[src/design/vncs_sqrt_cell.sv]
module vncs_sqrt_cell #(
  parameter int K  = 29,
  parameter int SW = 1
) (
  input  logic           clk,
  input  logic           rst_n,
  input  logic           en,
  input  logic           vld_i,
  input  logic [2*K-1:0] rad_i,
  input  logic [K:0]     rem_i,
  input  logic [K-1:0]   root_i,
  input  logic [SW-1:0]  side_i,
  output logic           vld_o,
  output logic [2*K-1:0] rad_o,
  output logic [K:0]     rem_o,
  output logic [K-1:0]   root_o,
  output logic [SW-1:0]  side_o
);

  logic           vld_r;
  logic [2*K-1:0] rad_r;
  logic [K:0]     rem_r;
  logic [K-1:0]   root_r;
  logic [SW-1:0]  side_r;
  logic [K+2:0]   cur;
  logic [K+2:0]   trial;
  logic           take;

  // one root bit per cell: bring down two radicand bits, try 4*root+1
  assign cur   = {rem_i, rad_i[2*K-1 -: 2]};
  assign trial = {1'b0, root_i, 2'b01};
  assign take  = (cur >= trial);

  always_ff @(posedge clk) begin
    if (!rst_n) begin
      vld_r <= 1'b0;
    end else if (en) begin
      vld_r <= vld_i;
    end
  end

  always_ff @(posedge clk) begin
    if (en) begin
      rad_r  <= rad_i << 2;
      rem_r  <= take ? (K+1)'(cur - trial) : (K+1)'(cur);
      root_r <= {root_i[K-2:0], take};
      side_r <= side_i;
    end
  end

  assign vld_o  = vld_r;
  assign rad_o  = rad_r;
  assign rem_o  = rem_r;
  assign root_o = root_r;
  assign side_o = side_r;

endmodule

[config.mk]
export PLATFORM = sky130hd
export DESIGN_NAME = vncs_sqrt_cell
export DESIGN_NICKNAME = d
export VERILOG_FILES = /design/src/design/vncs_sqrt_cell.sv
export SDC_FILE = /design/constraint.sdc
export NUM_CORES = 1
export LEC_CHECK = 0
export BUFFER_PORTS_ARGS = -buffer_cell sky130_fd_sc_hd__buf_2
export CORE_MARGIN = 1.5
export CORE_UTILIZATION = 45
export DETAILED_ROUTE_END_ITERATION = 8
export GPL_TIMING_DRIVEN = 0
export PLACE_DENSITY = 0.76
export SYNTH_ARGS = -nofsm -noshare
export SYNTH_HDL_FRONTEND = slang
export SYNTH_SLANG_ARGS = --single-unit
[constraint.sdc]
create_clock -name clk -period 8.45 [get_ports clk]
set_clock_uncertainty 0.2 [all_clocks]
set_input_delay 1.69 -clock clk [delete_from_list [all_inputs] [get_ports clk]]
set_output_delay 1.69 -clock clk [all_outputs]
set_load 0.01 [all_outputs]
# Word level (Yosys, flattened, before mapping)
# Cells that the tools add are included.
[totals]
reg_bits = 117
in_bits = 122
word_cells = 8
[classes]
order_cmp = 1
mux = 1
n_addsub = 1
[ops]
columns = ["op", "count"]
rows = [
  ["32-bit by 31-bit >= comparator with 1-bit output", 1],
  ["30-bit two-way mux", 1],
  ["30-bit subtractor", 1],
]

# Depth between registers and ports, before layout
# Gate-level depths: netlist (run 1).
[depth]
depth_word = 2
ltp_mapped = 12
mapped_depth_nobuf = 10

# Worst setup path before layout (run 1)
# Ideal clock, no wire load.
[synth_timing]
path_type = "in2reg"
startpoint = "input root_i[18]"
endpoint = "register rem_r[10] (netlist: rem_o[10]), data pin"
path_stages = 11
t_arrival_ns = 3.901
setup_slack_ns = 4.089
path_buffers = 1
path_cell_list = "inv_1 > ha_1 > a21o_1 > a221o_1 > a21oi_2 > o21ai_1 > a221o_1 > a31oi_2 > o21ai_2 > buf_6 > mux2_4"
[synth_via]
elab_chain_len = 2
[synth_rtl]
columns = ["item", "line_no", "source"]
rows = [
  ["start, declared", "11", "input logic [K-1:0] root_i,"],
  ["32-bit by 31-bit >= comparator with 1-bit output", "32", "assign take = (cur >= trial);"],
  ["30-bit two-way mux", "45", "rem_r <= take ? (K+1)'(cur - trial) : (K+1)'(cur);"],
  ["end signal, assigned", "45", ""],
  ["end, declared", "22", "logic [K:0] rem_r;"],
]
# Every way passes these cells.
# A chain may end at the register's enable or synchronous reset.

# Worst setup path in the final report (run 1)
[layout_timing]
startpoint = "input root_i[9]"
endpoint = "register rem_r[22] (netlist: rem_o[22]), data pin"
[layout_via]
elab_chain_len = 2
word_cells_on_any_way = 3
[layout_rtl]
columns = ["item", "line_no", "source"]
rows = [
  ["32-bit by 31-bit >= comparator with 1-bit output", "32", ""],
  ["net take", "27", "logic take;"],
  ["30-bit two-way mux", "45", ""],
]
# The timed path passes the listed nets, and every way through them passes these cells.

==> results of run 1 <==
-- registers in the layout, summed over array words and instances (netlist names) --
register / cells
rad_o: 56
side_o: 1
rem_o: 30
root_o: 29
vld_o: 1
-- final timing paths --
path	cells after the start	startpoint	slack, ns	endpoint
max	13	root_i[9]	4.05	rem_o[22]
min	2	vld_o	0.35	vld_o
max reg2reg	2	vld_o	7.63	vld_o
min reg2reg	2	vld_o	0.35	vld_o
-- final cells by class --
type,count,area [um2],share of cell area
diodes,1,2.50,0.000322
plain buffers,9,63.8,0.00821
clock buffers,17,425,0.0547
clock inverters,15,194,0.0249
inverters,33,124,0.0159
multi-input cells,258,2030,0.261
flip-flops and latches,117,3500,0.451
well taps,168,210,0.0270
repair buffers,239,1220,0.157
-- logic make-up after synthesis --
kind of cell	count (synthesis)
AOI/OAI and AO/OA	88
DFF	117
muxes	30
adders and majority gates	31
other	1
xor gates and xnor gates	26
buffers and inverters	42
and+or+nand+nor	81
-- cell usage after synthesis, types with 2 or more instances --
| cell | count | share of area |
|---|---|---|
| edfxtp_1 | 116 | 0.61 |
| inv_1 | 33 | 0.022 |
| ha_1 | 31 | 0.068 |
| mux2_4 | 27 | 0.071 |
| nand2_1 | 24 | 0.016 |
| nor2_1 | 21 | 0.014 |
| a21oi_1 | 20 | 0.018 |
| xnor2_1 | 17 | 0.026 |
| o21ai_0 | 14 | 0.012 |
| a21o_1 | 13 | 0.017 |
| nor3_1 | 10 | 0.0088 |
| xor2_1 | 9 | 0.014 |
| nand3_1 | 8 | 0.0070 |
| o21a_1 | 8 | 0.011 |
| and2_1 | 4 | 0.0044 |
| and3_1 | 4 | 0.0044 |
| clkbuf_1 | 4 | 0.0026 |
| o211ai_1 | 4 | 0.0053 |
| a211oi_1 | 3 | 0.0039 |
| a31oi_1 | 3 | 0.0033 |
| buf_6 | 3 | 0.0059 |
| nor2b_1 | 3 | 0.0033 |
| o21bai_1 | 3 | 0.0039 |
| a221o_1 | 2 | 0.0035 |
| a221oi_1 | 2 | 0.0031 |
| a41o_1 | 2 | 0.0035 |
| buf_4 | 2 | 0.0026 |
| mux2i_1 | 2 | 0.0035 |
| nand2b_1 | 2 | 0.0022 |
| or3_1 | 2 | 0.0022 |
-- metal layers --
metal,GRT usage,wire length (um),vias to the layer above,share of wire
met5,0,0,-,0
met2,0.377,7330,195,0.51
met3,0.0779,1190,52,0.083
met4,0.128,647,0,0.045
met1,0.223,5230,2053,0.36
li1,-,-,2088,-
-- power groups by stage --
stage	Combinational, mW	Sequential (mW)	Clock [mW]
final	0.332	0.723	0.747
after global routing	0.362	0.728	0.782
after CTS	0.335	0.724	0.761
after detailed placement	0.333	0.735	0
after global placement	0.323	0.734	0
after floorplan	0.165	0.769	0
-- worst max-delay path: cells and delay by family --
| family | cells | cell delay, ns |
|---|---|---|
| compound gates | 5 | 1.05 |
| fa+ha+maj | 1 | 0.26 |
| simple gates | 2 | 0.40 |
| mux | 1 | 0.32 |
| buf+inv | 4 | 0.64 |
-- through the flow --
| step | instances | setup slack [ns] | cell area [um2] |
|---|---|---|---|
| after global placement | 823 | 3.65 | 7120 |
| final | 857 | 4.05 | 7780 |
| after CTS | 856 | 4.04 | 7770 |
| after floorplan | 417 | 4.09 | 5720 |
| after detailed placement | 824 | 3.61 | 7150 |
| after global routing | 857 | 3.84 | 7780 |
==> flow_summary.toml, run 1 <==
[cts]
worst_skew_pair.late_latency_ns = 0.41
post-cts-setup-buffers = 0
root_buffer = "clkbuf_16"
clk_pin_slew_worst_paths_ns = 0.06
cts_tree = "built"
cts_buffers = 17
ctsResizeCount = 0
hold_buffers = 0
cts_sinks = 117
htreeDepth = 4
clockBufferDepth = 2

[worst_setup_path]
crit_required_ns = 8.42
slowest_stage = "a31oi_1"
cp-end-kind = "flop"
crit_chain = "buf_2 -> inv_1 -> ha_1 -> clkbuf_1 -> and3_1 -> o2111ai_1 -> a31oi_1 -> o21bai_1 -> nand3_1 -> a31oi_2 -> o21ai_2 -> buf_6 -> mux2_4"
crit_fanout = 10
worstSetupPathType = "in2reg"
startpoint_type = "primary input"
arrival_ns = 4.36
worst_path_largest_cell_delay_ns = 0.33

[place]
place_hpwl_mm = 11.1
portBuffers = 238
finalWeightedCongestion = 0.867

[floorplan]
start_util = 0.468
ioPinCount = 241
core_area_um2 = 12200
rows = 40
die_x_um = 116
fp.dieH_um = 116
dieArea_um2 = 13400

[cells_and_area]
nNetsFinal = 828
layout_commonest_cell = "buf_2"
final_cell_mix = "buf_2, edfxtp_1, inv_1"
areaGrowthSynthToFinish_pct = 36.0
layout-drive-gt1-share = 0.445
fillers = 948
utilization = 0.637

[power_and_ir_drop]
pwr-share-comb = 0.184
netSwitchingFraction = 0.257
p_int_mw = 1.34
p_switching_uw = 464
pwr-share-clk = 0.414
seq_power_share = 0.401
powerDensity_nw_per_um2 = 232
p_leak_nw = 3.59
p_total_mw = 1.80
irDropWorstVdd_mv = 0.121

[logic_synthesis]
synth_top_family_by_area = "compound AO/OA/AOI/OAI gates"
yosys_register_bits = 117
avgSynthCellArea_um2 = 13.7
yosysWarnings = 0
synthAdderAreaFrac = 0.0678
synth_area_um2 = 5720
synthXorXnorAreaFrac = 0.0398
synthSimpleGateAreaFrac = 0.0652
postSynthCellCount = 416
synth_ff_type = "edfxtp_1"
async_flop_share = 0
synthMuxAreaShare = 0.0764
synth_edf_count = 116
ys_seq_area_frac = 0.613
synth.distinct_cells = 50
synth_compound_area_frac = 0.105

[route]
ant_nets = 0
detail_route.iter0.violations = 236
wirelength_mm = 14.4
via_per_inst = 5.12
wire_per_inst_um = 16.8
drc = 0
vias = 4388
firstDrtPassIters = 4

[sta]
fin_tns_setup_ns = 0
setup_viol = 0
post-route-min-period_ns = 4.40
hold_slack_ns = 0.352
drv_slew = 0
fin_crit_sh = 0.520
max_freq_mhz = 228
rsz0062_at_grt = "no"
finalHoldViolCount = 0
relSlewSlack = 0.499
worstMarginPinSlew_ns = 0.742

[hold_path]
hp-class = "reg2reg"

[global_routing]
grt_start_max_net_pins = 80
gr-total-overflow = 0
track_usage = 0.216
antenna_found_initial = 1
grt_pass1_vias = 4387
grt_pass1_wl_mm = 21.6

[outcome]
status = "finished clean"

[job]
cap_violations = 0
Note: power is estimated with default switching activity, not from simulation.
==> run 2, diff against run 1 <==
--- a/config.mk
+++ b/config.mk
@@ -5,12 +5,13 @@
 export SDC_FILE = /design/constraint.sdc
 export NUM_CORES = 1
 export LEC_CHECK = 0
+export ABC_AREA = 1
 export BUFFER_PORTS_ARGS = -buffer_cell sky130_fd_sc_hd__buf_2
 export CORE_MARGIN = 1.5
 export CORE_UTILIZATION = 45
 export DETAILED_ROUTE_END_ITERATION = 8
 export GPL_TIMING_DRIVEN = 0
-export PLACE_DENSITY = 0.76
+export PLACE_DENSITY = 0.77
 export SYNTH_ARGS = -nofsm -noshare
 export SYNTH_HDL_FRONTEND = slang
 export SYNTH_SLANG_ARGS = --single-unit
==> constraint.sdc (replaced) <==
create_clock -name clk -period 3.75 [get_ports clk]
set_clock_uncertainty 0.2 [all_clocks]
set_input_delay 0.75 -clock clk [delete_from_list [all_inputs] [get_ports clk]]
set_output_delay 0.75 -clock clk [all_outputs]
set_load 0.01 [all_outputs]
==> flow_summary.toml, run 2 <==
[outcome]
status = "finished clean"

[cts]
clockBufferDepth = 2
ctsResizeCount = 0
cts_tree = "built"
clk_pin_slew_worst_paths_ns = 0.06
cts_sinks = 117
htreeDepth = 4
root_buffer = "clkbuf_16"
post-cts-setup-buffers = 0
worst_skew_pair.late_latency_ns = 0.41
cts_buffers = 17
hold_buffers = 0

[global_routing]
track_usage = 0.226
met2_usage = 0.399
grt_util_met1 = 0.264
gr-total-overflow = 0
grt_pass1_wl_mm = 25.1
grt_start_max_net_pins = 67
grt.met3_usage = 0.0543
busiest_layer = "met2"
grt_pass1_vias = 5078
antenna_found_initial = 0

[cells_and_area]
areaGrowthSynthToFinish_pct = 32.9
n_antenna_cell = 0
nNetsFinal = 1138
largest_reg_flops = 56
layout_commonest_cell = "nand2_1"
final_cell_mix = "nand2_1, buf_2, inv_1"
fillers = 1236
utilization = 0.610
layout-drive-gt1-share = 0.290

[route]
via_per_inst = 4.64
ant_nets = 0
wire_per_inst_um = 13.9
detail_route.iter0.violations = 254
drc = 0
vias = 5465
firstDrtPassIters = 5
wirelength_mm = 16.4

[worst_setup_path]
startpoint_type = "primary input"
slowest_stage = "ha_1"
cpMostUsedCell = "nand2_1"
arrival_ns = 2.52
worst_path_largest_cell_delay_ns = 0.34
cp_num_buf_inv = 3
crit_required_ns = 3.71
crit_family = "simple AND/OR/NAND/NOR gates"
crit_chain = "buf_2 -> inv_1 -> ha_1 -> nand2_1 -> nand2_1 -> nand2_1 -> nand2_1 -> a21oi_2 -> nor2_1 -> nor2_1 -> nand2_4 -> buf_2 -> nand3_1 -> nand2_1"
crit_fanout = 10
worstSetupPathType = "in2reg"
cp-end-kind = "flop"

[place]
portBuffers = 238
finalWeightedCongestion = 0.964
place_hpwl_mm = 13.0

[floorplan]
rows = 43
ioPinCount = 241
core_area_um2 = 13800
dieArea_um2 = 14800
die_x_um = 122
fp.dieH_um = 122
start_util = 0.459

[sta]
worstMarginPinSlew_ns = 0.697
fin_tns_setup_ns = 0
setup_viol = 0
fin_crit_sh = 0.683
post-route-min-period_ns = 2.56
finalHoldViolCount = 0
max_freq_mhz = 390
relSlewSlack = 0.535
drv_slew = 0
rsz0062_at_grt = "no"

[power_and_ir_drop]
p_int_mw = 2.99
powerDensity_nw_per_um2 = 485
seq_power_share = 0.398
pwr-share-clk = 0.421
p_switching_mw = 1.08
netSwitchingFraction = 0.266
p_leak_nw = 4.42
pwr-share-comb = 0.181
irDropWorstVdd_mv = 0.281

[logic_synthesis]
synth.distinct_cells = 29
ys_seq_area_frac = 0.554
synth_most_common_cell = "nand2_1"
synth_area_leaders = "edfxtp_1, nand2_1, inv_1"
synth_top_cell_area_share = 0.551
synth_area_leader_cell = "edfxtp_1"
synth_edf_count = 116
avgSynthCellArea_um2 = 8.71
synth_area_um2 = 6320
postSynthCellCount = 726
synth_ff_type = "edfxtp_1"
async_flop_share = 0
synthTopCellsByCount = "nand2_1, inv_1, edfxtp_1, nor2_1, nand3_1"
yosysWarnings = 0
yosys_register_bits = 117

[job]
cap_violations = 0

[hold_path]
hp-class = "in2reg"
run 2: routing by layer:
metal  vias up  share of wire
met4         0          0.025
met2       207           0.50
met3        32          0.066
li1       2810              -
met1      2416           0.41
met5         -              0
run 2: worst paths after layout:
check	start	endpoint	slack [ns]	cells past startpoint
worst max-delay path	root_i[19]	rem_o[20]	1.19	14
worst min-delay path	rad_i[7]	rad_o[9]	0.30	1
worst max register to register	vld_o	vld_o	2.91	2
worst min register to register	vld_o	vld_o	0.35	2
run 2: power by group through the flow:
stage                     Combinational [mW]  Sequential (mW)  Clock [mW]
final                                  0.737             1.62        1.71
after global routing                   0.828             1.63        1.80
after CTS                              0.744             1.62        1.74
after detailed placement               0.738             1.65           0
after global placement                 0.727             1.65           0
after floorplan                        0.345             1.72           0
run 2: kinds of logic after synthesis:
family          after synthesis  synth area share
flops                       117             0.554
simple gates                391             0.253
fa+ha+maj                    31            0.0613
compound gates               24            0.0204
xor+xnor                     13            0.0180
buf+inv                     149            0.0928
other cells                   1          0.000593
run 2: per-stage QoR:
stage	instance area, um2	setup WS (ns)	total power [mW]	instances	hold WS, ns
detailed placement	7770	0.774	2.39	1146	0.339
finish	8400	1.19	4.07	1178	0.304
global route	8400	1.01	4.26	1178	0.286
CTS	8400	1.21	4.11	1178	0.291
global placement	7740	0.431	2.37	1145	0.321
floorplan	6330	1.17	2.07	727	0.355
run 2: area by class of cell:
type | count | area, um2 | area share
clock buffer | 18 | 429 | 0.0511
timing repair buffer | 239 | 1220 | 0.145
inverter | 141 | 529 | 0.0630
sequential | 117 | 3500 | 0.417
buffer | 8 | 57.6 | 0.00685
clock inverter | 14 | 201 | 0.0240
tap | 180 | 225 | 0.0268
multi-input combinational | 461 | 2240 | 0.266
==> run 3, diff against run 2 <==
==> constraint.sdc (replaced) <==
create_clock -name clk -period 2.2 [get_ports clk]
set_clock_uncertainty 0.2 [all_clocks]
set_input_delay 0.44 -clock clk [delete_from_list [all_inputs] [get_ports clk]]
set_output_delay 0.44 -clock clk [all_outputs]
set_load 0.01 [all_outputs]
==> flow_summary.toml, run 3 (synthesis gave the netlist of run 2 again) <==
[cells_and_area]
fin_cells = 1253
design_area_um2 = 9490
layout-drive-gt1-share = 0.315
areaGrowthSynthToFinish_pct = 50.0
layout_commonest_cell = "nand2_1"
nNetsFinal = 1211
largest_reg_flops = 56
final_cell_mix = "nand2_1, buf_2, inv_1"

[sta]
hold_slack_ns = 0.0108
max_freq_mhz = 479
setup_viol = 0
fin_tns_setup_ns = 0
drv_slew = 0
post-route-min-period_ns = 2.09
worstMarginPinSlew_ns = 0.673
fin_crit_sh = 0.949
finalHoldViolCount = 0
relSlewSlack = 0.551

[cts]
cts_sinks = 117
worst_skew_pair.late_latency_ns = 0.42
htreeDepth = 4
clk_pin_slew_worst_paths_ns = 0.06
cts_buffers = 17
clockBufferDepth = 2
root_buffer = "clkbuf_16"
cts_tree = "built"

[power_and_ir_drop]
p_total_mw = 7.08
p_int_mw = 5.13
irDropWorstVdd_mv = 0.435
p_leak_nw = 4.71
pwr-share-clk = 0.397
netSwitchingFraction = 0.275
pwr-share-comb = 0.212
p_switching_mw = 1.95
powerDensity_nw_per_um2 = 747
seq_power_share = 0.391

[route]
detail_route.iter0.violations = 348
vias = 5839
via_per_inst = 4.66
wire_per_inst_um = 15.0
drc = 0
ant_nets = 0
firstDrtPassIters = 5
wirelength_mm = 18.8

[floorplan]
ioPinCount = 241
rows = 43
fp.dieH_um = 122
die_x_um = 122
core_area_um2 = 13800
start_util = 0.459
dieArea_um2 = 14800

[global_routing]
grt_pass1_vias = 5619
antenna_found_initial = 2
grt_start_max_net_pins = 68
gr-total-overflow = 0
track_usage = 0.255
grt_pass1_wl_mm = 28.0

[worst_setup_path]
cp-end-kind = "flop"
crit_required_ns = 2.17
arrival_ns = 2.06
crit_fanout = 10
startpoint_type = "primary input"
worstSetupPathType = "in2reg"

[job]
cap_violations = 0

[place]
portBuffers = 238
finalWeightedCongestion = 0.922
placed_area_um2 = 8100
place_inst = 1146
place_hpwl_mm = 13.1

[hold_path]
hp-class = "in2reg"

[outcome]
status = "finished clean"
-- run 3: routing by layer --
metal | share of wire | GRT usage | up-vias
met1 | 0.40 | 0.287 | 2642
met3 | 0.053 | 0.0496 | 39
met5 | 0 | 0 | -
met2 | 0.52 | 0.464 | 204
met4 | 0.030 | 0.119 | 0
li1 | - | - | 2954
-- run 3: cell type report --
class                   count  area, um2
fillers                  1118       4290
diodes                      2       5.00
multi-input cells         461       2630
well taps                 180        225
flip-flops and latches    117       3500
repair buffers            313       1950
plain buffers               7       48.8
inverters                 141        529
clock inverters            13        158
clock buffers              19        433
-- run 3: final timing paths --
kind,depth (start not counted),slack [ns],endpoint,startpoint
setup / recovery,14,0.11,rem_o[20],root_i[20]
hold / removal,1,0.01,root_o[18],root_i[17]
setup reg to reg,2,1.26,vld_o,vld_o
hold reg to reg,2,0.42,vld_o,vld_o
-- run 3: stage by stage --
step                       util  setup WS, ns
after floorplan               -      0.000113
after global placement    0.586        -0.799
after detailed placement  0.588        -0.439
after CTS                 0.681        0.0114
after global routing      0.689      -0.00988
final                     0.689         0.112
-- run 3: power by group through the flow --
| stage | Combinational (mW) | Sequential, mW | Clock, mW |
|---|---|---|---|
| 2_1_floorplan | 0.657 | 2.94 | 0 |
| 3_3_place_gp | 1.33 | 2.81 | 0 |
| 3_5_place_dp | 1.36 | 2.81 | 0 |
| 4_1_cts | 1.47 | 2.76 | 2.82 |
| 5_1_grt | 1.66 | 2.79 | 2.94 |
| 6_report | 1.50 | 2.77 | 2.81 |
-- run 3: worst max-delay path, cell delays in order --
cell	delay, ns
buf_2	0.10
inv_1	0.09
ha_4	0.23
nand2_1	0.15
inv_1	0.05
nand2_1	0.06
nand2_1	0.08
a21oi_2	0.14
nor2_1	0.07
nor2_2	0.15
nand2_4	0.08
clkbuf_4	0.21
nand3_1	0.14
nand2_1	0.06
-- run 3: repair_timing --
action                                  in CTS  in global routing
setup buffers                                0                  4
resized for setup                            0                 12
hold buffers                                69                  1
endpoints found under the setup margin       0                 29
hold endpoints to repair                    69                  1
